[config.mk]
export PLATFORM = sky130hd
export DESIGN_NAME = iir_biquad_filter
export DESIGN_NICKNAME = d
export VERILOG_FILES = /design/src/design/iirbq_pkg.sv /design/src/design/iirbq_dp.sv /design/src/design/iirbq_ctrl.sv /design/src/design/iir_biquad_filter.sv
export SDC_FILE = /design/constraint.sdc
export NUM_CORES = 1
export LEC_CHECK = 0
export ABC_AREA = 1
export BUFFER_PORTS_ARGS = -buffer_cell sky130_fd_sc_hd__buf_4
export CAP_MARGIN = 40
export CORE_MARGIN = 5
export CORE_UTILIZATION = 45
export DETAILED_ROUTE_END_ITERATION = 10
export SYNTH_ARGS = -nofsm -noshare
export SYNTH_HDL_FRONTEND = slang
export SYNTH_HIERARCHICAL = 1
export SYNTH_SLANG_ARGS = --single-unit
[constraint.sdc]
create_clock -name clk_i -period 10.2 [get_ports clk_i]
set_input_delay 0.51 -clock clk_i [delete_from_list [all_inputs] [get_ports clk_i]]
set_output_delay 0.51 -clock clk_i [all_outputs]
set_load 0.01 [all_outputs]
[src/design/iirbq_pkg.sv]
// Package for the biquad IIR section: widths, payload structs, register map,
// controller states and datapath command struct. No dependencies.
`timescale 1ns / 1ps

package iirbq_pkg;

  localparam int unsigned SAMPLE_BITS    = 16;
  localparam int unsigned COEF_FRAC_BITS = 15;
  localparam int unsigned COEF_W         = 18;
  localparam int unsigned STATE_W        = 32;
  localparam int unsigned PROD_W         = COEF_W + SAMPLE_BITS;
  // headroom for state + two products
  localparam int unsigned ACC_W          = ((PROD_W > STATE_W) ? PROD_W : STATE_W) + 3;
  localparam int unsigned APB_AW         = 5;
  localparam int unsigned APB_DW         = 32;

  typedef logic signed [COEF_W-1:0]      coef_t;
  typedef logic signed [SAMPLE_BITS-1:0] sample_t;
  typedef logic signed [STATE_W-1:0]     state_t;
  typedef logic signed [ACC_W-1:0]       acc_t;

  localparam coef_t B0_RESET = COEF_W'(1 << COEF_FRAC_BITS);

  typedef struct packed {
    sample_t sample_in;
    logic    block_start;
  } in_item_t;

  typedef struct packed {
    sample_t sample_out;
    logic    clipped;
  } out_item_t;

  typedef struct packed {
    coef_t b0;
    coef_t b1;
    coef_t b2;
    coef_t a1;
    coef_t a2;
    coef_t base_first;
    coef_t base_second;
  } coef_bank_t;

  typedef enum logic [2:0] {
    REG_B0          = 3'd0,
    REG_B1          = 3'd1,
    REG_B2          = 3'd2,
    REG_A1          = 3'd3,
    REG_A2          = 3'd4,
    REG_BASE_FIRST  = 3'd5,
    REG_BASE_SECOND = 3'd6
  } reg_idx_e;

  typedef enum logic [2:0] {
    COEF_B0,
    COEF_B1,
    COEF_B2,
    COEF_A1,
    COEF_A2,
    COEF_BASE_FIRST,
    COEF_BASE_SECOND
  } coef_sel_e;

  typedef enum logic [1:0] {
    ADD_ZERO,
    ADD_Z0,
    ADD_Z1,
    ADD_ACC
  } addend_sel_e;

  typedef enum logic {
    MUL_X,
    MUL_Y
  } mul_src_e;

  typedef enum logic [3:0] {
    ST_IDLE,
    ST_BASE0,
    ST_BASE1,
    ST_BASE2,
    ST_MAC_Y,
    ST_MAC_Z0A,
    ST_MAC_Z0B,
    ST_MAC_Z1A,
    ST_MAC_Z1B,
    ST_FINISH
  } state_e;

  typedef struct packed {
    coef_sel_e   coef_sel;
    mul_src_e    mul_src;
    logic        negate;
    addend_sel_e addend;
    logic        load_acc;
    logic        load_x;
    logic        clr_hit;
    logic        load_y;
    logic        load_z0;
    logic        load_z1;
    logic        load_out;
  } cmd_t;

endpackage

[src/design/iirbq_dp.sv]
// Datapath of the biquad section: shared multiply-accumulate, rounding and
// saturation, delay states and output register. Uses iirbq_pkg.
`timescale 1ns / 1ps

module iirbq_dp (
  input  logic                  clk_i,
  input  logic                  rst_ni,
  input  iirbq_pkg::cmd_t       cmd_i,
  input  iirbq_pkg::coef_bank_t coefs_i,
  input  iirbq_pkg::in_item_t   in_data_i,
  output iirbq_pkg::out_item_t  out_data_o
);

  localparam int unsigned AW = iirbq_pkg::ACC_W;
  localparam int unsigned SW = iirbq_pkg::STATE_W;
  localparam int unsigned NB = iirbq_pkg::SAMPLE_BITS;
  localparam int unsigned PW = iirbq_pkg::PROD_W;
  localparam logic [AW:0] RND_HALF = (AW+1)'(1) << (iirbq_pkg::COEF_FRAC_BITS - 1);

  iirbq_pkg::sample_t   x_q, y_q, y_sat;
  iirbq_pkg::acc_t      acc_q, acc_d, addend, term;
  iirbq_pkg::state_t    z0_q, z1_q, z_sat;
  iirbq_pkg::coef_t     coef;
  iirbq_pkg::sample_t   mul_b;
  iirbq_pkg::out_item_t out_q;
  logic signed [PW-1:0] prod;
  logic signed [AW:0]   rnd, shifted;
  logic                 hit_q, hit_d;
  logic                 z_over, y_over;
  logic [AW-SW:0]       z_top;
  logic [AW-NB+1:0]     y_top;

  // operand select and MAC
  always_comb begin
    case (cmd_i.coef_sel)
      iirbq_pkg::COEF_B0:          coef = coefs_i.b0;
      iirbq_pkg::COEF_B1:          coef = coefs_i.b1;
      iirbq_pkg::COEF_B2:          coef = coefs_i.b2;
      iirbq_pkg::COEF_A1:          coef = coefs_i.a1;
      iirbq_pkg::COEF_A2:          coef = coefs_i.a2;
      iirbq_pkg::COEF_BASE_FIRST:  coef = coefs_i.base_first;
      iirbq_pkg::COEF_BASE_SECOND: coef = coefs_i.base_second;
      default:                     coef = coefs_i.b0;
    endcase
    mul_b = (cmd_i.mul_src == iirbq_pkg::MUL_Y) ? y_q : x_q;
    prod  = coef * mul_b;
    term  = {{(AW-PW){prod[PW-1]}}, prod};
    if (cmd_i.negate) begin
      term = -term;
    end
    case (cmd_i.addend)
      iirbq_pkg::ADD_ZERO: addend = '0;
      iirbq_pkg::ADD_Z0:   addend = {{(AW-SW){z0_q[SW-1]}}, z0_q};
      iirbq_pkg::ADD_Z1:   addend = {{(AW-SW){z1_q[SW-1]}}, z1_q};
      iirbq_pkg::ADD_ACC:  addend = acc_q;
      default:             addend = '0;
    endcase
    acc_d = addend + term;
  end

  // state saturation from the accumulator
  always_comb begin
    z_top  = acc_q[AW-1:SW-1];
    z_over = !((&z_top) || !(|z_top));
    if (z_over) begin
      z_sat = acc_q[AW-1] ? {1'b1, {(SW-1){1'b0}}} : {1'b0, {(SW-1){1'b1}}};
    end else begin
      z_sat = acc_q[SW-1:0];
    end
  end

  // output: round half up, floor shift, saturate
  always_comb begin
    rnd     = $signed({acc_q[AW-1], acc_q}) + $signed(RND_HALF);
    shifted = rnd >>> iirbq_pkg::COEF_FRAC_BITS;
    y_top   = shifted[AW:NB-1];
    y_over  = !((&y_top) || !(|y_top));
    if (y_over) begin
      y_sat = shifted[AW] ? {1'b1, {(NB-1){1'b0}}} : {1'b0, {(NB-1){1'b1}}};
    end else begin
      y_sat = shifted[NB-1:0];
    end
  end

  always_comb begin
    if (cmd_i.clr_hit) begin
      hit_d = 1'b0;
    end else begin
      hit_d = hit_q | (cmd_i.load_y & y_over) |
              ((cmd_i.load_z0 | cmd_i.load_z1) & z_over);
    end
  end

  always_ff @(posedge clk_i or negedge rst_ni) begin
    if (!rst_ni) begin
      z0_q  <= '0;
      z1_q  <= '0;
      hit_q <= 1'b0;
    end else begin
      hit_q <= hit_d;
      if (cmd_i.load_z0) begin
        z0_q <= z_sat;
      end
      if (cmd_i.load_z1) begin
        z1_q <= z_sat;
      end
    end
  end

  always_ff @(posedge clk_i) begin
    if (cmd_i.load_x) begin
      x_q <= in_data_i.sample_in;
    end
    if (cmd_i.load_acc) begin
      acc_q <= acc_d;
    end
    if (cmd_i.load_y) begin
      y_q <= y_sat;
    end
    if (cmd_i.load_out) begin
      out_q.sample_out <= y_q;
      out_q.clipped    <= hit_d;
    end
  end

  assign out_data_o = out_q;

endmodule

[src/design/iirbq_ctrl.sv]
// Sequencer for the biquad section: handshakes and MAC schedule.
// Uses iirbq_pkg; drives the iirbq_dp command struct.
`timescale 1ns / 1ps

module iirbq_ctrl (
  input  logic            clk_i,
  input  logic            rst_ni,
  input  logic            in_valid_i,
  input  logic            in_start_i,
  output logic            in_ready_o,
  output logic            out_valid_o,
  input  logic            out_ready_i,
  output iirbq_pkg::cmd_t cmd_o
);

  iirbq_pkg::state_e state_q, state_d;
  logic              out_valid_q, out_valid_d;
  logic              out_free;

  assign out_free = !out_valid_q || out_ready_i;

  always_comb begin
    state_d = state_q;
    unique case (state_q)
      iirbq_pkg::ST_IDLE: begin
        if (in_valid_i) begin
          state_d = in_start_i ? iirbq_pkg::ST_BASE0 : iirbq_pkg::ST_MAC_Y;
        end
      end
      iirbq_pkg::ST_BASE0:   state_d = iirbq_pkg::ST_BASE1;
      iirbq_pkg::ST_BASE1:   state_d = iirbq_pkg::ST_BASE2;
      iirbq_pkg::ST_BASE2:   state_d = iirbq_pkg::ST_MAC_Z0A;
      iirbq_pkg::ST_MAC_Y:   state_d = iirbq_pkg::ST_MAC_Z0A;
      iirbq_pkg::ST_MAC_Z0A: state_d = iirbq_pkg::ST_MAC_Z0B;
      iirbq_pkg::ST_MAC_Z0B: state_d = iirbq_pkg::ST_MAC_Z1A;
      iirbq_pkg::ST_MAC_Z1A: state_d = iirbq_pkg::ST_MAC_Z1B;
      iirbq_pkg::ST_MAC_Z1B: state_d = iirbq_pkg::ST_FINISH;
      iirbq_pkg::ST_FINISH: begin
        if (out_free) begin
          state_d = iirbq_pkg::ST_IDLE;
        end
      end
      default: state_d = iirbq_pkg::ST_IDLE;
    endcase
  end

  always_comb begin
    cmd_o          = '0;
    cmd_o.coef_sel = iirbq_pkg::COEF_B0;
    cmd_o.mul_src  = iirbq_pkg::MUL_X;
    cmd_o.addend   = iirbq_pkg::ADD_ZERO;
    in_ready_o     = 1'b0;
    unique case (state_q)
      iirbq_pkg::ST_IDLE: begin
        in_ready_o    = 1'b1;
        cmd_o.load_x  = in_valid_i;
        cmd_o.clr_hit = in_valid_i;
      end
      iirbq_pkg::ST_BASE0: begin
        cmd_o.coef_sel = iirbq_pkg::COEF_BASE_FIRST;
        cmd_o.load_acc = 1'b1;
      end
      iirbq_pkg::ST_BASE1: begin
        cmd_o.load_z0  = 1'b1;
        cmd_o.coef_sel = iirbq_pkg::COEF_BASE_SECOND;
        cmd_o.load_acc = 1'b1;
      end
      iirbq_pkg::ST_BASE2: begin
        cmd_o.load_z1  = 1'b1;
        cmd_o.coef_sel = iirbq_pkg::COEF_B0;
        cmd_o.addend   = iirbq_pkg::ADD_Z0;
        cmd_o.load_acc = 1'b1;
      end
      iirbq_pkg::ST_MAC_Y: begin
        cmd_o.coef_sel = iirbq_pkg::COEF_B0;
        cmd_o.addend   = iirbq_pkg::ADD_Z0;
        cmd_o.load_acc = 1'b1;
      end
      iirbq_pkg::ST_MAC_Z0A: begin
        cmd_o.load_y   = 1'b1;
        cmd_o.coef_sel = iirbq_pkg::COEF_B1;
        cmd_o.addend   = iirbq_pkg::ADD_Z1;
        cmd_o.load_acc = 1'b1;
      end
      iirbq_pkg::ST_MAC_Z0B: begin
        cmd_o.coef_sel = iirbq_pkg::COEF_A1;
        cmd_o.mul_src  = iirbq_pkg::MUL_Y;
        cmd_o.negate   = 1'b1;
        cmd_o.addend   = iirbq_pkg::ADD_ACC;
        cmd_o.load_acc = 1'b1;
      end
      iirbq_pkg::ST_MAC_Z1A: begin
        cmd_o.load_z0  = 1'b1;
        cmd_o.coef_sel = iirbq_pkg::COEF_B2;
        cmd_o.load_acc = 1'b1;
      end
      iirbq_pkg::ST_MAC_Z1B: begin
        cmd_o.coef_sel = iirbq_pkg::COEF_A2;
        cmd_o.mul_src  = iirbq_pkg::MUL_Y;
        cmd_o.negate   = 1'b1;
        cmd_o.addend   = iirbq_pkg::ADD_ACC;
        cmd_o.load_acc = 1'b1;
      end
      iirbq_pkg::ST_FINISH: begin
        cmd_o.load_z1  = out_free;
        cmd_o.load_out = out_free;
      end
      default: begin
        in_ready_o = 1'b0;
      end
    endcase
  end

  always_comb begin
    if (cmd_o.load_out) begin
      out_valid_d = 1'b1;
    end else if (out_ready_i) begin
      out_valid_d = 1'b0;
    end else begin
      out_valid_d = out_valid_q;
    end
  end

  always_ff @(posedge clk_i or negedge rst_ni) begin
    if (!rst_ni) begin
      state_q     <= iirbq_pkg::ST_IDLE;
      out_valid_q <= 1'b0;
    end else begin
      state_q     <= state_d;
      out_valid_q <= out_valid_d;
    end
  end

  assign out_valid_o = out_valid_q;

endmodule

[src/design/iir_biquad_filter.sv]
// Top level of the biquad IIR section: APB register file and the
// controller/datapath pair. Depends on iirbq_pkg, iirbq_ctrl, iirbq_dp.
`timescale 1ns / 1ps

// Second-order IIR section, transposed direct form II, fixed point.
// Input channel (in_valid_i/in_ready_o, in_data_i): one signed sample plus a
//   block_start flag; with block_start set, both delay states are first loaded
//   with the base registers times the sample (saturated to 32 bits).
// Output channel (out_valid_o/out_ready_i, out_data_o): the rounded and
//   saturated sample and a clipped flag covering output, start load and state
//   saturation for that sample.
// Timing: one shared 18x16 multiply-accumulate unit does all products, one per
//   cycle. After its transfer a sample passes through MAC_Y (BASE0 to BASE2
//   with block_start), then MAC_Z0A, MAC_Z0B, MAC_Z1A, MAC_Z1B and FINISH, which
//   loads the output register; only back in idle is the next sample taken.
// The output register decouples the sides: a new sample is taken while the
//   last result waits; if the receiver stalls, the sequencer holds in its last
//   step, back-pressuring the input, until the output register frees up.
// Reset: delay states clear to zero, b0 = 1.0, all other registers zero,
//   no result pending.
// Config: APB, registers at 4*i (b0, b1, b2, a1, a2, base_first,
//   base_second), low 18 bits taken, reads sign-extended. Write only while idle.

module iir_biquad_filter (
  input  logic                         clk_i,
  input  logic                         rst_ni,
  input  logic                         in_valid_i,
  output logic                         in_ready_o,
  input  iirbq_pkg::in_item_t          in_data_i,
  output logic                         out_valid_o,
  input  logic                         out_ready_i,
  output iirbq_pkg::out_item_t         out_data_o,
  input  logic                         psel,
  input  logic                         penable,
  input  logic                         pwrite,
  input  logic [iirbq_pkg::APB_AW-1:0] paddr,
  input  logic [iirbq_pkg::APB_DW-1:0] pwdata,
  output logic [iirbq_pkg::APB_DW-1:0] prdata,
  output logic                         pready
);

  localparam int unsigned CW = iirbq_pkg::COEF_W;

  iirbq_pkg::coef_bank_t coefs_q;
  iirbq_pkg::cmd_t       cmd;
  iirbq_pkg::reg_idx_e   reg_idx;
  iirbq_pkg::coef_t      rd_val;
  logic                  reg_wr;

  assign pready  = 1'b1;
  assign reg_idx = iirbq_pkg::reg_idx_e'(paddr[4:2]);
  assign reg_wr  = psel && penable && pwrite;

  // register write, low 18 bits only
  always_ff @(posedge clk_i or negedge rst_ni) begin
    if (!rst_ni) begin
      coefs_q             <= '{b0: iirbq_pkg::B0_RESET, default: '0};
    end else if (reg_wr) begin
      unique case (reg_idx)
        iirbq_pkg::REG_B0:          coefs_q.b0          <= pwdata[CW-1:0];
        iirbq_pkg::REG_B1:          coefs_q.b1          <= pwdata[CW-1:0];
        iirbq_pkg::REG_B2:          coefs_q.b2          <= pwdata[CW-1:0];
        iirbq_pkg::REG_A1:          coefs_q.a1          <= pwdata[CW-1:0];
        iirbq_pkg::REG_A2:          coefs_q.a2          <= pwdata[CW-1:0];
        iirbq_pkg::REG_BASE_FIRST:  coefs_q.base_first  <= pwdata[CW-1:0];
        iirbq_pkg::REG_BASE_SECOND: coefs_q.base_second <= pwdata[CW-1:0];
        default: begin
        end
      endcase
    end
  end

  // readback, unmapped addresses read zero
  always_comb begin
    unique case (reg_idx)
      iirbq_pkg::REG_B0:          rd_val = coefs_q.b0;
      iirbq_pkg::REG_B1:          rd_val = coefs_q.b1;
      iirbq_pkg::REG_B2:          rd_val = coefs_q.b2;
      iirbq_pkg::REG_A1:          rd_val = coefs_q.a1;
      iirbq_pkg::REG_A2:          rd_val = coefs_q.a2;
      iirbq_pkg::REG_BASE_FIRST:  rd_val = coefs_q.base_first;
      iirbq_pkg::REG_BASE_SECOND: rd_val = coefs_q.base_second;
      default:                    rd_val = '0;
    endcase
    prdata = {{(iirbq_pkg::APB_DW-CW){rd_val[CW-1]}}, rd_val};
  end

  iirbq_ctrl u_ctrl (
    .clk_i       (clk_i),
    .rst_ni      (rst_ni),
    .in_valid_i  (in_valid_i),
    .in_start_i  (in_data_i.block_start),
    .in_ready_o  (in_ready_o),
    .out_valid_o (out_valid_o),
    .out_ready_i (out_ready_i),
    .cmd_o       (cmd)
  );

  iirbq_dp u_dp (
    .clk_i      (clk_i),
    .rst_ni     (rst_ni),
    .cmd_i      (cmd),
    .coefs_i    (coefs_q),
    .in_data_i  (in_data_i),
    .out_data_o (out_data_o)
  );

  // a transfer in starts work; no second sample is taken on the next edge
  a_busy_after_take: assert property (@(posedge clk_i) disable iff (!rst_ni)
    in_valid_i && in_ready_o |=> !in_ready_o)
    else $error("sample taken while previous one still in work");

  // result register is only overwritten when empty or being drained
  a_no_overwrite: assert property (@(posedge clk_i) disable iff (!rst_ni)
    cmd.load_out |-> (!out_valid_o || out_ready_i))
    else $error("pending result overwritten");

  a_result_shown: assert property (@(posedge clk_i) disable iff (!rst_ni)
    cmd.load_out |=> out_valid_o)
    else $error("finished result not presented");

  // delay states must not move while waiting for input
  a_idle_states_hold: assert property (@(posedge clk_i) disable iff (!rst_ni)
    in_ready_o |-> !(cmd.load_z0 || cmd.load_z1 || cmd.load_out))
    else $error("state update while idle");

endmodule

After elaboration in Yosys (flattened, before gate mapping)
Cells that the tools add are included.

storage, ports and cells
  bits in registers = 282
  input port bits = 61
  output and inout port bits = 52
  logic and storage cells = 108

cells by class
  add/subtract/negate cells = 3
  $mul = 1
  equality and inequality tests = 26
  multiplexer cells = 26
  bitwise gates (word level) = 5
  reductions and logical operators = 30

operators with widths
  kind                                                 number
  case mux 37 bit (4 select lines)                     1
  case mux 18 bit (7 select lines)                     1
  case mux 18 bit (6 select lines)                     1
  2-to-1 mux 32 bit                                    2
  2-to-1 mux 16 bit                                    3
  adder 37 x 16 -> 38 bit, second input constant       1
  adder 37 bit                                         1
  2-to-1 mux 37 bit                                    1
  negator 34 -> 37 bit                                 1
  case mux 4 bit (9 select lines)                      1
  multiplier 18 x 16 -> 34 bit                         1
  equality test 3 bit, second input constant           6
  case mux 3 bit (6 select lines)                      1
  equality test 4 x 3 -> 1 bit, second input constant  4
  AND reduction 2 bit                                  8
  OR reduction 8 bit                                   2
  equality test 3 x 2 -> 1 bit, second input constant  4
  equality test 4 x 2 -> 1 bit, second input constant  2
  equality test 4 bit, second input constant           2
  2-to-1 mux 1 bit                                     8
  2-to-1 mux 4 bit                                     2
  AND reduction 8 bit                                  1
  equality test 3 x 1 -> 1 bit, second input constant  2
  case mux 2 bit (3 select lines)                      1
  other kinds (20)                                     34

Longest topological paths before layout
  word-level depth = 9
  depth in mapped cells = 58
  depth with buffers taken out = 57

Hierarchy
Netlist, hierarchy kept.

by module, submodules not included
  module             instances  cells an instance  area each (µm²)  seq. area each (µm²)
  iirbq_dp           1          2978               22509.1          4209.0
  iir_biquad_filter  1          833                6525.0           3154.3
  iirbq_ctrl         1          68                 437.9            125.1

Worst setup path before layout
Ideal clock, no wire load.

  path kind = reg2reg
  from = register u_ctrl.state_q[0]
  to = register u_dp.acc_q[36] (data pin)
  library setup time = 0.252 ns
  arrival = 8.747 ns
  required time = 9.948 ns
  slack = 1.201 ns
  stages on the path, launching flop included = 51
  path buffers = 2
  clock period less this slack = 8.999 ns
  cell sequence = dfrtp_1 > inv_2 > nor2_4 > o21ai_0 > nand2_1 > buf_2 > buf_2 > nand3_2 > o22ai_1 > a311oi_1 > nand4_1 > o21ai_1 > nor2_1 > fa_1 > inv_1 > fa_1 > inv_1 > fa_1 > (+15 left out) > nand2_1 > inv_1 > nand2_1 > nor2_1 > nand4_1 > nand2_1 > a21oi_1 > ha_1 > nand2_1 > nor2_1 > inv_1 > nor4_1 > nand3_1 > nand3_1 > xor2_1 > inv_1 > nand2_1 > nand2_1

RTL lines
  what                    line               text
  from (decl)             iirbq_ctrl.sv:16   iirbq_pkg::state_e state_q, state_d;
  from (signal assigned)  iirbq_ctrl.sv:126  state_q <= iirbq_pkg::ST_IDLE;
  from (signal assigned)  iirbq_ctrl.sv:129  state_q <= state_d;
  to (signal assigned)    iirbq_dp.sv:115    acc_q <= acc_d;
  to (decl)               iirbq_dp.sv:21     iirbq_pkg::acc_t acc_q, acc_d, addend, term;

==> results.py <==
metrics = {
    "logic_synthesis": {
        "postSynthCellCount": 3879,
        "synth_edf_count": 86,
        "ys.flop_type": "dfrtp_1",
        "synth_cell_types": 61,
        "syn_area_sq_um": 29500,
        "ys_seq_area_share_pct": 25.4,
        "async_flop_share_pct": 69.5,
        "syn_nets": 4355,
        "synth_warnings": 6,
        "synth_seq_cells": 282,
        "syn_avg_cell_area_sq_um": 7.60,
    },
    "placement": {
        "numPortBuffers": 95,
        "dp.cells": 4839,
        "gp_congestion": 0.932,
        "hpwl_mm": 68.2,
    },
    "die": {
        "num_rows": 93,
        "io_pins": 113,
        "die_h_microns": 266,
        "core_sq_um": 64700,
        "floorplan.initialDensity_pct": 45.6,
        "fp.dieW_microns": 266,
        "die_area_sq_um": 70700,
    },
    "critical_path": {
        "worstSetupPathType": "flop to flop",
        "endpoint_kind": "flop",
        "cpMostUsedCell": "nand2_1",
        "cpMaxStageDelayCell": "fa_1",
        "slowest_delay_ns": 0.54,
        "start_kind": "flop",
        "crit_fanout": 18,
        "critPathArrivalTime_ns": 10.10,
        "cp_data_required_time_ns": 10.52,
    },
    "cts": {
        "htreeDepth": 1,
        "cts_buffer_depth": 3,
        "cts_made_buffers": 30,
        "cts_sinks": 282,
        "clock_latency_ns": 0.59,
        "cts_tree": "yes",
        "cts.clk_slew.worst_paths_ns": 0.06,
        "clockRootBuffer": "clkbuf_16",
    },
    "detailed_routing": {
        "drt-total-wl_mm": 90.2,
        "wire_per_inst_microns": 18.4,
        "dr.pass1.iters": 7,
        "vias": 25800,
        "drt_iter0_drc": 1797,
        "antenna_left": 0,
        "routed_via_density": 5.25,
        "drc": 0,
    },
    "sta": {
        "setup_violations": 0,
        "relSlewSlack_pct": 39.5,
        "skew_ns": 0.0135,
        "final_hold_viol_count": 0,
        "worstMarginPinSlew_ns": 0.907,
        "finalCritPeriodShare_pct": 95.9,
        "rsz0062_at_grt": "yes",
        "max_clock_freq_mhz": 102,
        "finalCriticalPeriod_ns": 9.79,
        "slew_viol_final": 0,
    },
    "cells_and_area": {
        "drive_above_1_share_pct": 14.1,
        "final_nets": 4511,
        "layout.cells.non_filler": 4914,
        "post-route-util_pct": 52.5,
        "areaGrowthSynthToFinish_pct": 15.2,
        "nFillCells": 6345,
    },
    "global_route": {
        "grt-ovfl-total": 0,
        "track_usage_pct": 25.3,
        "antenna_found_initial": 2,
        "grt_pass1_wl_mm": 143,
        "grt_pass1_vias": 25900,
        "grt_max_degree": 68,
    },
    "run": {
        "drv_cap": 0,
    },
    "min_path": {
        "worstHoldPathType": "input pin to flop",
    },
    "status": {
        "status": "completed",
    },
}
critical path: cells and delay by family, from the launching register on:
| kind | cells | cell delay (ns) |
|---|---|---|
| adders and majority gates | 8 | 3.62 |
| buffers and inverters | 14 | 1.59 |
| DFF | 1 | 0.44 |
| xor gates and xnor gates | 2 | 0.33 |
| AOI/OAI and AO/OA | 7 | 1.33 |
| and+or+nand+nor | 20 | 2.16 |
kinds of logic (layout without fill, tap and decap cells):
group                      count (synthesis)  count (layout)  synth area share [%]
and+or+nand+nor                         1733            1733                  25.1
AOI/OAI and AO/OA                        439             439                  8.49
buffers and inverters                    884            1063                  12.0
DFF                                      282             282                  25.4
muxes                                     31              31                  1.18
xor gates and xnor gates                  94              94                  2.82
other                                      1               2                0.0127
adders and majority gates                415             415                  25.0
metal layers:
| layer | vias up | wire (microns) | global-route usage (%) | part of all wire (%) |
|---|---|---|---|---|
| li1 | 12400 | - | - | - |
| met1 | 12500 | 40200 | 35.7 | 45 |
| met2 | 800 | 41700 | 41.3 | 46 |
| met3 | 140 | 5680 | 3.14 | 6.3 |
| met4 | 0 | 2670 | 7.40 | 3.0 |
| met5 | - | 0 | 0 | 0 |
stage by stage:
stage                     instance area (sq um)  TNS (ns)  hold WS, ns  setup WS [ns]
after floorplan                           29500         0        0.214           1.20
after global placement                    31900         0        0.431         0.0178
after detailed placement                  32000   -0.0376        0.443        -0.0376
after CTS                                 33100         0       0.0853        0.00436
after global routing                      33900   -0.0724       0.0856        -0.0678
final                                     33900         0        0.105          0.414
cell usage in the layout, fill, tap and decap left out, drive strengths merged, types with 8 or more instances in the layout:
| master | count |
|---|---|
| a21oi | 74 |
| a311oi | 17 |
| buf | 266 |
| clkbuf | 43 |
| clkinv | 8 |
| clkinvlp | 9 |
| dfrtp | 195 |
| edfxtp | 86 |
| fa | 291 |
| ha | 124 |
| inv | 730 |
| mux2 | 31 |
| nand2 | 1029 |
| nand3 | 126 |
| nand3b | 8 |
| nand4 | 120 |
| nor2 | 417 |
| nor3 | 16 |
| o21ai | 270 |
| o221ai | 31 |
| o22ai | 17 |
| xnor2 | 28 |
| xor2 | 66 |
cells in the mapped netlist, types with 5 or more instances:
library cell,instances,area [sq um]
nand2_1,1015,3810
inv_1,727,2730
nor2_1,390,1460
fa_1,291,5830
o21ai_0,225,1130
dfrtp_1,195,4880
ha_1,124,1550
nand4_1,119,744
nand3_1,113,566
edfxtp_1,86,2580
a21oi_1,72,360
clkbuf_1,70,263
xor2_1,66,578
o21ai_1,40,200
buf_2,34,170
mux2_2,31,349
o221ai_1,31,272
xnor2_1,27,236
buf_4,26,195
a311oi_1,17,149
o22ai_1,17,106
nor2_2,15,93.8
nor3_1,13,65.1
nand2_2,12,75.1
buf_6,9,101
nand3_2,9,90.1
nor2_4,9,101
inv_2,8,30.0
nand3b_1,8,60.1
a31oi_1,7,43.8
nor4_1,6,37.5
o21a_1,5,37.5
o21ai_2,5,43.8
final cells by class:
class                   instances  area (sq um)  area share [%]
diodes                          1          2.50         0.00737
clock buffers                  41           895            2.64
clock inverters                14           223           0.656
inverters                     739          2800            8.25
multi-input cells            2713         19100            56.2
flip-flops and latches        282          7490            22.1
well taps                     855          1070            3.15
repair buffers                269          2380            7.03
path summary, 6_finish.rpt:
kind	start	to	slack, ns	depth (start not counted)
setup / recovery	u_ctrl/state_q[0]	u_dp/acc_q[35]	0.41	51
hold / removal	in_data_i[7]	u_dp/x_q[6]	0.10	1
setup reg to reg	u_ctrl/state_q[0]	u_dp/acc_q[35]	0.41	51
hold reg to reg	u_dp/y_q[11]	u_dp/out_data_o[12]	0.45	0
max in group asynchronous	rst_ni	coefs_q[80]	8.47	3
min in group asynchronous	rst_ni	coefs_q[5]	0.48	2
repair_timing:
item	CTS	global route
buffers inserted	0	17
pin swaps	0	17
setup endpoints to repair	2	15
gates resized for setup	5	153
endpoints found under the hold margin	65	0
hold buffers	1	0
cloned	0	1
sequential cells by signal, summed over array words and instances (netlist names):
register / cells
u_dp/y_q: 16
u_dp/z1_q: 32
u_dp/acc_q: 37
coefs_q: 126
u_ctrl/out_valid_o: 1
u_ctrl/state_q: 4
u_dp/x_q: 16
u_dp/z0_q: 32
u_dp/out_data_o: 17
u_dp/hit_q: 1
Power is left out: the tool's default activity adds up to more than one toggle a clock period on the data nets, which glitch-free logic cannot reach.
